[src/sv/ecc_pkg.sv]
// Package for the elevator car controller.
// Holds the mode and sequencer encodings, table entry types and saturating helpers.
// No dependencies.
package ecc_pkg;

  localparam int FLOORS     = 32;
  localparam int RIDE_CAP   = 16;
  localparam int WAIT_CAP   = 32;
  localparam int MOVE_COST  = 1;
  localparam int CLOSE_COST = 10;

  typedef enum logic [2:0] {
    M_HOLD  = 3'd0,
    M_UP    = 3'd1,
    M_DOWN  = 3'd2,
    M_OPEN  = 3'd3,
    M_CLOSE = 3'd4,
    M_STOP  = 3'd5
  } mode_t;

  typedef enum logic [3:0] {
    S_IDLE,
    S_ADD_SCAN,
    S_MOVE,
    S_SCAN_R,
    S_SCAN_W,
    S_DECIDE,
    S_ALIGHT,
    S_BOARD,
    S_BOARD_DUP,
    S_AGE,
    S_FINISH
  } state_t;

  typedef struct packed {
    logic [15:0] id;
    logic [5:0]  dest;
  } rider_t;

  typedef struct packed {
    logic [15:0] id;
    logic [5:0]  start;
    logic [5:0]  dest;
    logic [15:0] wait_cnt;
  } waiter_t;

  function automatic logic [31:0] sat_add32(input logic [31:0] a, input logic [31:0] b);
    logic [32:0] s;
    s = {1'b0, a} + {1'b0, b};
    return s[32] ? 32'hFFFF_FFFF : s[31:0];
  endfunction

  function automatic logic [15:0] sat_inc16(input logic [15:0] a);
    return (a == 16'hFFFF) ? a : a + 16'd1;
  endfunction

endpackage

[src/sv/elevator_car_controller_unit.sv]
// Top level of the elevator car controller: request handshake, sequencer and tables.
// Depends on ecc_pkg.
//
// One request is worked on at a time and in_ready is low until its result is registered.
// An add scans the waiting table for a duplicate id.
// A tick does the move, target scan and decision,
// plus one more pass over the riding table when riders alight, or over the waiting table
// for aging, or for boarding, where each boarding candidate also scans the riding table.
// One table entry is read per cycle.
module elevator_car_controller_unit (
  input  logic        clk,
  input  logic        rst,
  input  logic        in_valid,
  output logic        in_ready,
  input  logic        action,
  input  logic [15:0] passenger_id,
  input  logic [5:0]  start_floor,
  input  logic [5:0]  dest_floor,
  output logic        out_valid,
  input  logic        out_ready,
  output logic        accepted,
  output logic [5:0]  car_floor,
  output logic [2:0]  car_mode,
  output logic [4:0]  riders,
  output logic [5:0]  waiters,
  output logic [31:0] elapsed_steps,
  output logic [31:0] energy_cost,
  output logic [15:0] boarded_total,
  output logic [31:0] wait_total
);
  import ecc_pkg::*;

  state_t state, state_next;

  rider_t  rider_tab [RIDE_CAP];
  waiter_t waiter_tab [WAIT_CAP];

  logic [5:0]  floor_now;
  mode_t       mode_now, mode_planned;
  logic        last_dir;
  logic [5:0]  hi, lo;
  logic [4:0]  rider_count;
  logic [5:0]  waiter_count;
  logic [31:0] time_count, cost_count, wait_sum;
  logic [15:0] boarded_count;
  logic        arrival, start_hit, ok;
  logic [5:0]  idx, k;
  logic [4:0]  j;
  logic [15:0] req_id;
  logic [5:0]  req_start, req_dest;

  rider_t  r_rd, r_j;
  waiter_t w_rd;
  logic    idx_lt_r, idx_lt_w, j_lt_r, w_up, board_ok, add_bad;
  logic [5:0] floor_moved;

  assign r_rd     = rider_tab[idx[3:0]];
  assign r_j      = rider_tab[j[3:0]];
  assign w_rd     = waiter_tab[idx[4:0]];
  assign idx_lt_r = idx < {1'b0, rider_count};
  assign idx_lt_w = idx < waiter_count;
  assign j_lt_r   = j < rider_count;
  assign w_up     = w_rd.dest > w_rd.start;
  assign board_ok = (w_rd.start == floor_now) &&
                    ((w_up == last_dir) || (hi == floor_now) || (lo == floor_now));
  assign add_bad  = (waiter_count >= 6'(WAIT_CAP)) || (start_floor == 6'd0) ||
                    (start_floor > 6'(FLOORS)) || (dest_floor == 6'd0) ||
                    (dest_floor > 6'(FLOORS));
  assign in_ready = (state == S_IDLE);

  always_comb begin
    floor_moved = floor_now;
    if (mode_planned == M_UP && floor_now < 6'(FLOORS)) begin
      floor_moved = floor_now + 6'd1;
    end else if (mode_planned == M_DOWN && floor_now > 6'd1) begin
      floor_moved = floor_now - 6'd1;
    end
  end

  always_comb begin
    state_next = state;
    case (state)
      S_IDLE: begin
        if (in_valid) begin
          if (!action) begin
            state_next = S_MOVE;
          end else if (add_bad) begin
            state_next = S_FINISH;
          end else begin
            state_next = S_ADD_SCAN;
          end
        end
      end
      S_ADD_SCAN: begin
        if (!idx_lt_w || w_rd.id == req_id) begin
          state_next = S_FINISH;
        end
      end
      S_MOVE: state_next = S_SCAN_R;
      S_SCAN_R: begin
        if (!idx_lt_r) begin
          state_next = S_SCAN_W;
        end
      end
      S_SCAN_W: begin
        if (!idx_lt_w) begin
          state_next = S_DECIDE;
        end
      end
      S_DECIDE: begin
        if (arrival) begin
          state_next = (mode_now == M_OPEN) ? S_ALIGHT : S_FINISH;
        end else if (start_hit) begin
          state_next = (mode_now == M_OPEN) ? S_BOARD : S_FINISH;
        end else begin
          state_next = S_AGE;
        end
      end
      S_ALIGHT: begin
        if (!idx_lt_r) begin
          state_next = S_FINISH;
        end
      end
      S_BOARD: begin
        if (!idx_lt_w) begin
          state_next = S_FINISH;
        end else if (board_ok && rider_count < 5'(RIDE_CAP)) begin
          state_next = S_BOARD_DUP;
        end
      end
      S_BOARD_DUP: begin
        if (!j_lt_r || r_j.id == w_rd.id) begin
          state_next = S_BOARD;
        end
      end
      S_AGE: begin
        if (!idx_lt_w) begin
          state_next = S_FINISH;
        end
      end
      S_FINISH: begin
        if (!out_valid || out_ready) begin
          state_next = S_IDLE;
        end
      end
      default: state_next = S_IDLE;
    endcase
  end

  always_ff @(posedge clk) begin
    if (rst) begin
      state <= S_IDLE;
    end else begin
      state <= state_next;
    end
  end

  always_ff @(posedge clk) begin
    if (rst) begin
      floor_now     <= 6'd1;
      mode_now      <= M_HOLD;
      mode_planned  <= M_HOLD;
      last_dir      <= 1'b1;
      hi            <= 6'd1;
      lo            <= 6'd1;
      rider_count   <= '0;
      waiter_count  <= '0;
      time_count    <= '0;
      cost_count    <= '0;
      wait_sum      <= '0;
      boarded_count <= '0;
      out_valid     <= 1'b0;
      arrival       <= 1'b0;
      start_hit     <= 1'b0;
      ok            <= 1'b0;
      idx           <= '0;
      k             <= '0;
      j             <= '0;
    end else begin
      if (out_valid && out_ready && state != S_FINISH) begin
        out_valid <= 1'b0;
      end
      case (state)
        S_IDLE: begin
          idx       <= '0;
          req_id    <= passenger_id;
          req_start <= start_floor;
          req_dest  <= dest_floor;
          ok        <= 1'b0;
        end
        S_ADD_SCAN: begin
          if (idx_lt_w) begin
            idx <= idx + 6'd1;
          end else begin
            waiter_tab[waiter_count[4:0]] <= '{id: req_id, start: req_start,
                                              dest: req_dest, wait_cnt: 16'd0};
            waiter_count <= waiter_count + 6'd1;
            ok           <= 1'b1;
          end
        end
        S_MOVE: begin
          case (mode_planned)
            M_UP, M_DOWN: begin
              if (floor_moved != floor_now) begin
                last_dir   <= (mode_planned == M_UP);
                time_count <= sat_add32(time_count, 32'd1);
                cost_count <= sat_add32(cost_count, 32'(MOVE_COST));
              end
            end
            M_OPEN: time_count <= sat_add32(time_count, 32'd1);
            M_CLOSE: begin
              time_count <= sat_add32(time_count, 32'd1);
              cost_count <= sat_add32(cost_count, 32'(CLOSE_COST));
            end
            default: ;
          endcase
          floor_now <= floor_moved;
          mode_now  <= mode_planned;
          hi        <= floor_moved;
          lo        <= floor_moved;
          arrival   <= 1'b0;
          start_hit <= 1'b0;
          ok        <= 1'b1;
          idx       <= '0;
        end
        S_SCAN_R: begin
          if (idx_lt_r) begin
            if (r_rd.dest > hi) hi <= r_rd.dest;
            if (r_rd.dest < lo) lo <= r_rd.dest;
            if (r_rd.dest == floor_now) arrival <= 1'b1;
            idx <= idx + 6'd1;
          end else begin
            idx <= '0;
          end
        end
        S_SCAN_W: begin
          if (idx_lt_w) begin
            if (w_rd.start > hi) hi <= w_rd.start;
            if (w_rd.start < lo) lo <= w_rd.start;
            if (w_rd.start == floor_now && w_up == last_dir) start_hit <= 1'b1;
            idx <= idx + 6'd1;
          end
        end
        S_DECIDE: begin
          idx <= '0;
          k   <= '0;
          if (arrival) begin
            case (mode_now)
              M_OPEN, M_HOLD, M_CLOSE: mode_planned <= M_OPEN;
              default: mode_planned <= M_HOLD;
            endcase
          end else if (start_hit) begin
            case (mode_now)
              M_UP, M_DOWN: mode_planned <= M_HOLD;
              default: mode_planned <= M_OPEN;
            endcase
          end else begin
            case (mode_now)
              M_UP: mode_planned <= (hi > floor_now) ? M_UP :
                                    (lo < floor_now) ? M_DOWN : M_HOLD;
              M_DOWN: mode_planned <= (lo < floor_now) ? M_DOWN :
                                      (hi > floor_now) ? M_UP : M_HOLD;
              M_HOLD: begin
                if (last_dir) begin
                  mode_planned <= (hi > floor_now) ? M_UP :
                                  (lo < floor_now) ? M_DOWN : M_STOP;
                end else begin
                  mode_planned <= (lo < floor_now) ? M_DOWN :
                                  (hi > floor_now) ? M_UP : M_STOP;
                end
              end
              M_OPEN: mode_planned <= M_CLOSE;
              M_CLOSE: mode_planned <= M_HOLD;
              default: begin
                if (hi > floor_now) begin
                  mode_planned <= M_HOLD;
                  last_dir     <= 1'b1;
                end else if (lo < floor_now) begin
                  mode_planned <= M_DOWN;
                  last_dir     <= 1'b0;
                end else begin
                  mode_planned <= M_STOP;
                end
              end
            endcase
          end
        end
        S_ALIGHT: begin
          if (idx_lt_r) begin
            if (r_rd.dest != floor_now) begin
              rider_tab[k[3:0]] <= r_rd;
              k <= k + 6'd1;
            end
            idx <= idx + 6'd1;
          end else begin
            rider_count <= k[4:0];
          end
        end
        S_BOARD: begin
          j <= '0;
          if (idx_lt_w) begin
            if (!(board_ok && rider_count < 5'(RIDE_CAP))) begin
              waiter_tab[k[4:0]] <= w_rd;
              k   <= k + 6'd1;
              idx <= idx + 6'd1;
            end
          end else begin
            waiter_count <= k;
          end
        end
        S_BOARD_DUP: begin
          if (j_lt_r && r_j.id == w_rd.id) begin
            waiter_tab[k[4:0]] <= w_rd;
            k   <= k + 6'd1;
            idx <= idx + 6'd1;
          end else if (j_lt_r) begin
            j <= j + 5'd1;
          end else begin
            rider_tab[rider_count[3:0]] <= '{id: w_rd.id, dest: w_rd.dest};
            rider_count   <= rider_count + 5'd1;
            boarded_count <= sat_inc16(boarded_count);
            wait_sum      <= sat_add32(wait_sum, {16'd0, w_rd.wait_cnt});
            if (w_rd.dest > hi) hi <= w_rd.dest;
            if (w_rd.dest < lo) lo <= w_rd.dest;
            idx <= idx + 6'd1;
          end
        end
        S_AGE: begin
          if (idx_lt_w) begin
            waiter_tab[idx[4:0]].wait_cnt <= sat_inc16(w_rd.wait_cnt);
            idx <= idx + 6'd1;
          end
        end
        S_FINISH: begin
          if (!out_valid || out_ready) begin
            out_valid     <= 1'b1;
            accepted      <= ok;
            car_floor     <= floor_now;
            car_mode      <= mode_now;
            riders        <= rider_count;
            waiters       <= waiter_count;
            elapsed_steps <= time_count;
            energy_cost   <= cost_count;
            boarded_total <= boarded_count;
            wait_total    <= wait_sum;
          end
        end
        default: ;
      endcase
    end
  end

endmodule
[config.mk]
export PLATFORM = sky130hd
export DESIGN_NAME = elevator_car_controller_unit
export DESIGN_NICKNAME = d
export VERILOG_FILES = /design/src/sv/ecc_pkg.sv /design/src/sv/elevator_car_controller_unit.sv
export SDC_FILE = /design/constraint.sdc
export NUM_CORES = 2
export LEC_CHECK = 0
export CAP_MARGIN = 20
export CORE_MARGIN = 1
export CORE_UTILIZATION = 65
export CTS_BUF_LIST = sky130_fd_sc_hd__clkbuf_16
export DETAILED_ROUTE_END_ITERATION = 10
export DONT_BUFFER_PORTS = 1
export MAX_ROUTING_LAYER = met4
export PLACE_DENSITY = 0.86
export SYNTH_ARGS = -nofsm -noshare
export SYNTH_HDL_FRONTEND = slang
export SYNTH_SLANG_ARGS = --single-unit
[constraint.sdc]
create_clock -name clk -period 16.7 [get_ports clk]
set_clock_uncertainty 0.05 [all_clocks]
set_input_delay 1.67 -clock clk [delete_from_list [all_inputs] [get_ports clk]]
set_output_delay 1.67 -clock clk [all_outputs]
set_load 0.05 [all_outputs]
# Word-level counts from Yosys, hierarchy flattened
# Memories as Yosys holds them, arrays and structs flattened. A register that Yosys moved wholly into a read port is not among the register bits.
# Index checks and enable logic that the tools add are counted.
# op_classes
n_eq_ne,68
n_addsub,13
muxes,145
reduce_logical,64
bitwise_logic,5
n_lt_le_gt_ge,18
# op_table
operator,count
32-bit 2-to-1 mux,6
6-bit 2-to-1 mux,30
44-bit 2-to-1 mux,3
32-bit case mux with 2 select lines,2
44-bit OR reduction,2
4-bit 2-to-1 mux,21
6-bit case mux with 4 select lines,3
2-bit != test (second input constant),34
32-bit by 1-bit adder with 33-bit output (second input constant),2
1-bit 2-to-1 mux,45
5-bit 2-to-1 mux,9
4-bit case mux with 11 select lines,1
6-bit case mux with 6 select lines,1
32-bit by 16-bit adder with 33-bit output,1
32-bit by 4-bit adder with 33-bit output (second input constant),1
16-bit by 1-bit adder with 16-bit output (second input constant),2
16-bit equality test,2
16-bit equality test (second input constant),2
6-bit greater-than comparator,5
6-bit less-than comparator,5
6-bit by 1-bit adder with 6-bit output (second input constant),4
6-bit equality test,4
3-bit 2-to-1 mux,8
3-bit AND reduction,8
other kinds (51),112
# totals
out_inout_bits,135
input_bits,33
elab_cells,347
regBits,334
mem_bits_rw,1760
mem_count,2
# mem_list
memory,words,word_bits,rd,rd_clocked_by_memory_dff,write_ports,line,rtl
waiter_tab,32,44,1,1,1,elevator_car_controller_unit.sv:36,waiter_t waiter_tab [WAIT_CAP];
rider_tab,16,22,2,2,1,elevator_car_controller_unit.sv:35,rider_t rider_tab [RIDE_CAP];

# Logic depth before layout (Yosys ltp)
# logic_depth
word_depth,15
ltp_mapped,33
ltp_nobuf,18

# Least setup slack after synthesis
# Ideal clock, no wire load.
# synth_path
path_type,input to register
start,in rst
end,"reg accepted, enable pin"
t_arrival_ps,8138
cell_stages,6
setup_slack_ps,7885
required_ps,16023
cell_sequence,buf_1 inv_1 clkbuf_1 clkbuf_1 nand2_1 nor2_1
# synth_between
elab_chain_cells,2
# synth_rtl
item,line,rtl
"start, declared",elevator_car_controller_unit.sv:12,"input logic rst,"
1-bit inverter (no source line),-,
3-bit AND reduction (no source line),-,
"end signal, assigned",elevator_car_controller_unit.sv:337,accepted <= ok;
"end, declared",elevator_car_controller_unit.sv:21,"output logic accepted,"
# No other way between the ends.
# A chain may end at the register's enable or synchronous reset.

==> metrics.csv <==
metric,value,unit
postCtsSetupBuffers,0,
tritoncts,yes,
yosysSeqAreaShare,70.0,%
via_count,51500,
layout-drive-gt1-share,20.4,%
syn_area,87600,um2
cts_root_buffer,clkbuf_16,
finalPower,0.0131,W
clock_latency,0.86,ns
die_x,369,um
crit_arrival,9.48,ns
die_h,369,um
period_needed,9.07,ns
place.gp.congestion,0.950,
maxCapViolations,0,
final-setup-viol-count,0,
cp_max_fo,65,
dpl.hpwl,141,mm
postCtsResizedCells,0,
hold_viol,0,
status,finished with violations,
holdCritPathClass,flip-flop to flip-flop,
grt_first_pass_wirelength,345,mm
cp_top_family,simple AND/OR/NAND/NOR gates,
h-tree-depth,4,
irDropWorstVdd,0.000141,V
setup_slack,7.63,ns
synth_area_per_cell,17.7,um2
core,134000,um2
synthCells,4947,
start_util,65.6,%
critPathBufInv,3,
setup-tns-final,0,ns
critical_path.max_stage_delay,0.93,ns
vias_per_cell,7.36,
numPortBuffers,0,
tightest_slew,1.22,ns
ioPinCount,168,
yosysTopAreaCell,edfxtp_1,
violations,design-rule violations,
grt_pass1_vias,51100,
cts-buffers-inserted,198,
synth_edf_count,1921,
clock_tree.buffer_depth,3,
finalWirelength,243,mm
num_rows,134,
fp.dieArea,136000,um2
fin_nets,5172,
yosysMostFrequentCell,edfxtp_1,
routedWlPerCell,34.8,um
timing.hold.ws,0.426,ns
grt_max_degree,156,
crit_type,flip-flop to flip-flop,
timing.slew.headroom,18.3,%
worst-endpoint-required,17.11,ns
slew_violations,0,
synth_top_area_share,65.9,%
max_freq,110,MHz
drtAntennaViolNets,0,
path_clk_slew,0.08,ns
clkSinkCount,2103,
synth_commonest_cells,"edfxtp_1 (1921), mux4_2 (472), mux2i_1 (282)",
rsz0062_at_grt,no,
critPathMostFrequentCell,buf_4,
yosys-top-cells-area,"edfxtp_1 (66%), mux4_2 (12%), dfxtp_1 (4.2%)",
synth_flop_cell,edfxtp_1,
post-route-drc-count,117,
synth_seq_cells,2103,
ys_warn_count,0,
postSynth.asyncResetShare,0,%
overflow,0,
firstDrtPassIters,11,
areaGrowthSynthToFinish,10.1,%
drt_iter0_markers,8844,
p_per_area,136,nW/um2
dp_slack,8.09,ns
postCtsHoldBufs,0,
yosysUniqueCellTypes,99,
track_usage,36.6,%
fin_crit_sh,54.3,%
slowest_stage,buf_4,
p_leak,30.5,nW
endpoint_kind,flip-flop,
antenna_found_initial,10,
cp_cell_sequence,buf_4 > buf_4 > mux4_2 > a22o_1 > a31oi_1 > a21oi_1 > or4b_1 > or4_1 > or4_1 > a21oi_4 > buf_4 > mux2_2 > a21boi_1 > and2_2,
worstSetupStartpointType,flip-flop,
syn-num-nets,5075,
[per-layer routing]
layer / up-vias / wire length [um] / track usage, %
li1: 20200 / - / -
met1: 25600 / 79000 / 44.1
met2: 4607 / 117000 / 57.1
met3: 1026 / 29700 / 8.35
met4: 0 / 17800 / 21.5
met5: - / 0 / -
[path summary, 6_finish.rpt]
check	start	end	slack, ns	cells past startpoint
max	flip-flop	waiter_tab[9][28]	7.63	14
min reg2reg	boarded_count[9]	boarded_total[9]	0.43	0
min	boarded_count[9]	boarded_total[9]	0.43	0
max reg2reg	flip-flop	waiter_tab[9][28]	7.63	14
[through the flow]
stage | utilization (%) | cells | area, um2
2_1_floorplan | - | 4947 | 87600
3_3_place_gp | 67.3 | 6599 | 89900
3_5_place_dp | 67.3 | 6601 | 89900
4_1_cts | 72.0 | 6970 | 96200
5_1_grt | 72.2 | 6988 | 96500
6_report | 72.2 | 6990 | 96500
[registers in the layout (all words and copies together) (netlist names), 6 cells and up, named ones only]
register and count:
wait_total 32, waiter_tab 1408, idx 6, wait_sum 32
elapsed_steps 32, waiter_count 6, req_id 16, req_start 6
k 6, floor_now 6, hi 6, waiters 6
boarded_count 16, boarded_total 16, cost_count 32, lo 6
rider_tab 352, energy_cost 32, time_count 32, car_floor 6
req_dest 6
[cells in the final DEF (no fill, tap or decap), drive strengths merged, types with 34 or more instances in the layout]
cell type / Yosys / final
mux2i: 283 / 283
edfxtp: 1921 / 1921
nand3: 87 / 87
clkbuf: 101 / 203
a31oi: 34 / 34
nor2b: 46 / 46
nand4: 54 / 54
a22oi: 115 / 115
and3: 36 / 36
ha: 94 / 94
mux4: 472 / 472
nor2: 254 / 254
nor3: 51 / 51
a21oi: 191 / 191
dfxtp: 182 / 182
nand2: 221 / 221
inv: 71 / 138
o21ai: 114 / 114
xnor2: 53 / 53
buf: 144 / 142
clkinv: 0 / 79
xor2: 55 / 55
[layout make-up]
type	instances	area, um2
well taps	1768	2210
flip-flops and latches	2103	61400
diodes	9	22.5
inverters	71	267
clock buffers	203	5080
clock inverters	166	1220
fillers	7173	37200
multi-input cells	2528	25100
repair buffers	142	1240
[where the power goes]
group          switching [W]  internal, W  total (W)
registers           0.000197      0.00608    0.00628
logic                0.00151     0.000890    0.00240
clock network        0.00200      0.00241    0.00441
total                0.00371      0.00938     0.0131
[cells by family (layout without fill, tap and decap cells)]
group | Yosys count | after routing | synth area share [%]
adders and majority gates | 95 | 95 | 1.37
xor gates and xnor gates | 108 | 108 | 1.08
AOI/OAI and AO/OA | 643 | 643 | 4.89
and+or+nand+nor | 899 | 899 | 5.07
buffers and inverters | 316 | 582 | 1.84
muxes | 783 | 783 | 15.7
DFF | 2103 | 2103 | 70.0
other | 0 | 9 | 0
(Power assumes the default switching activity.)
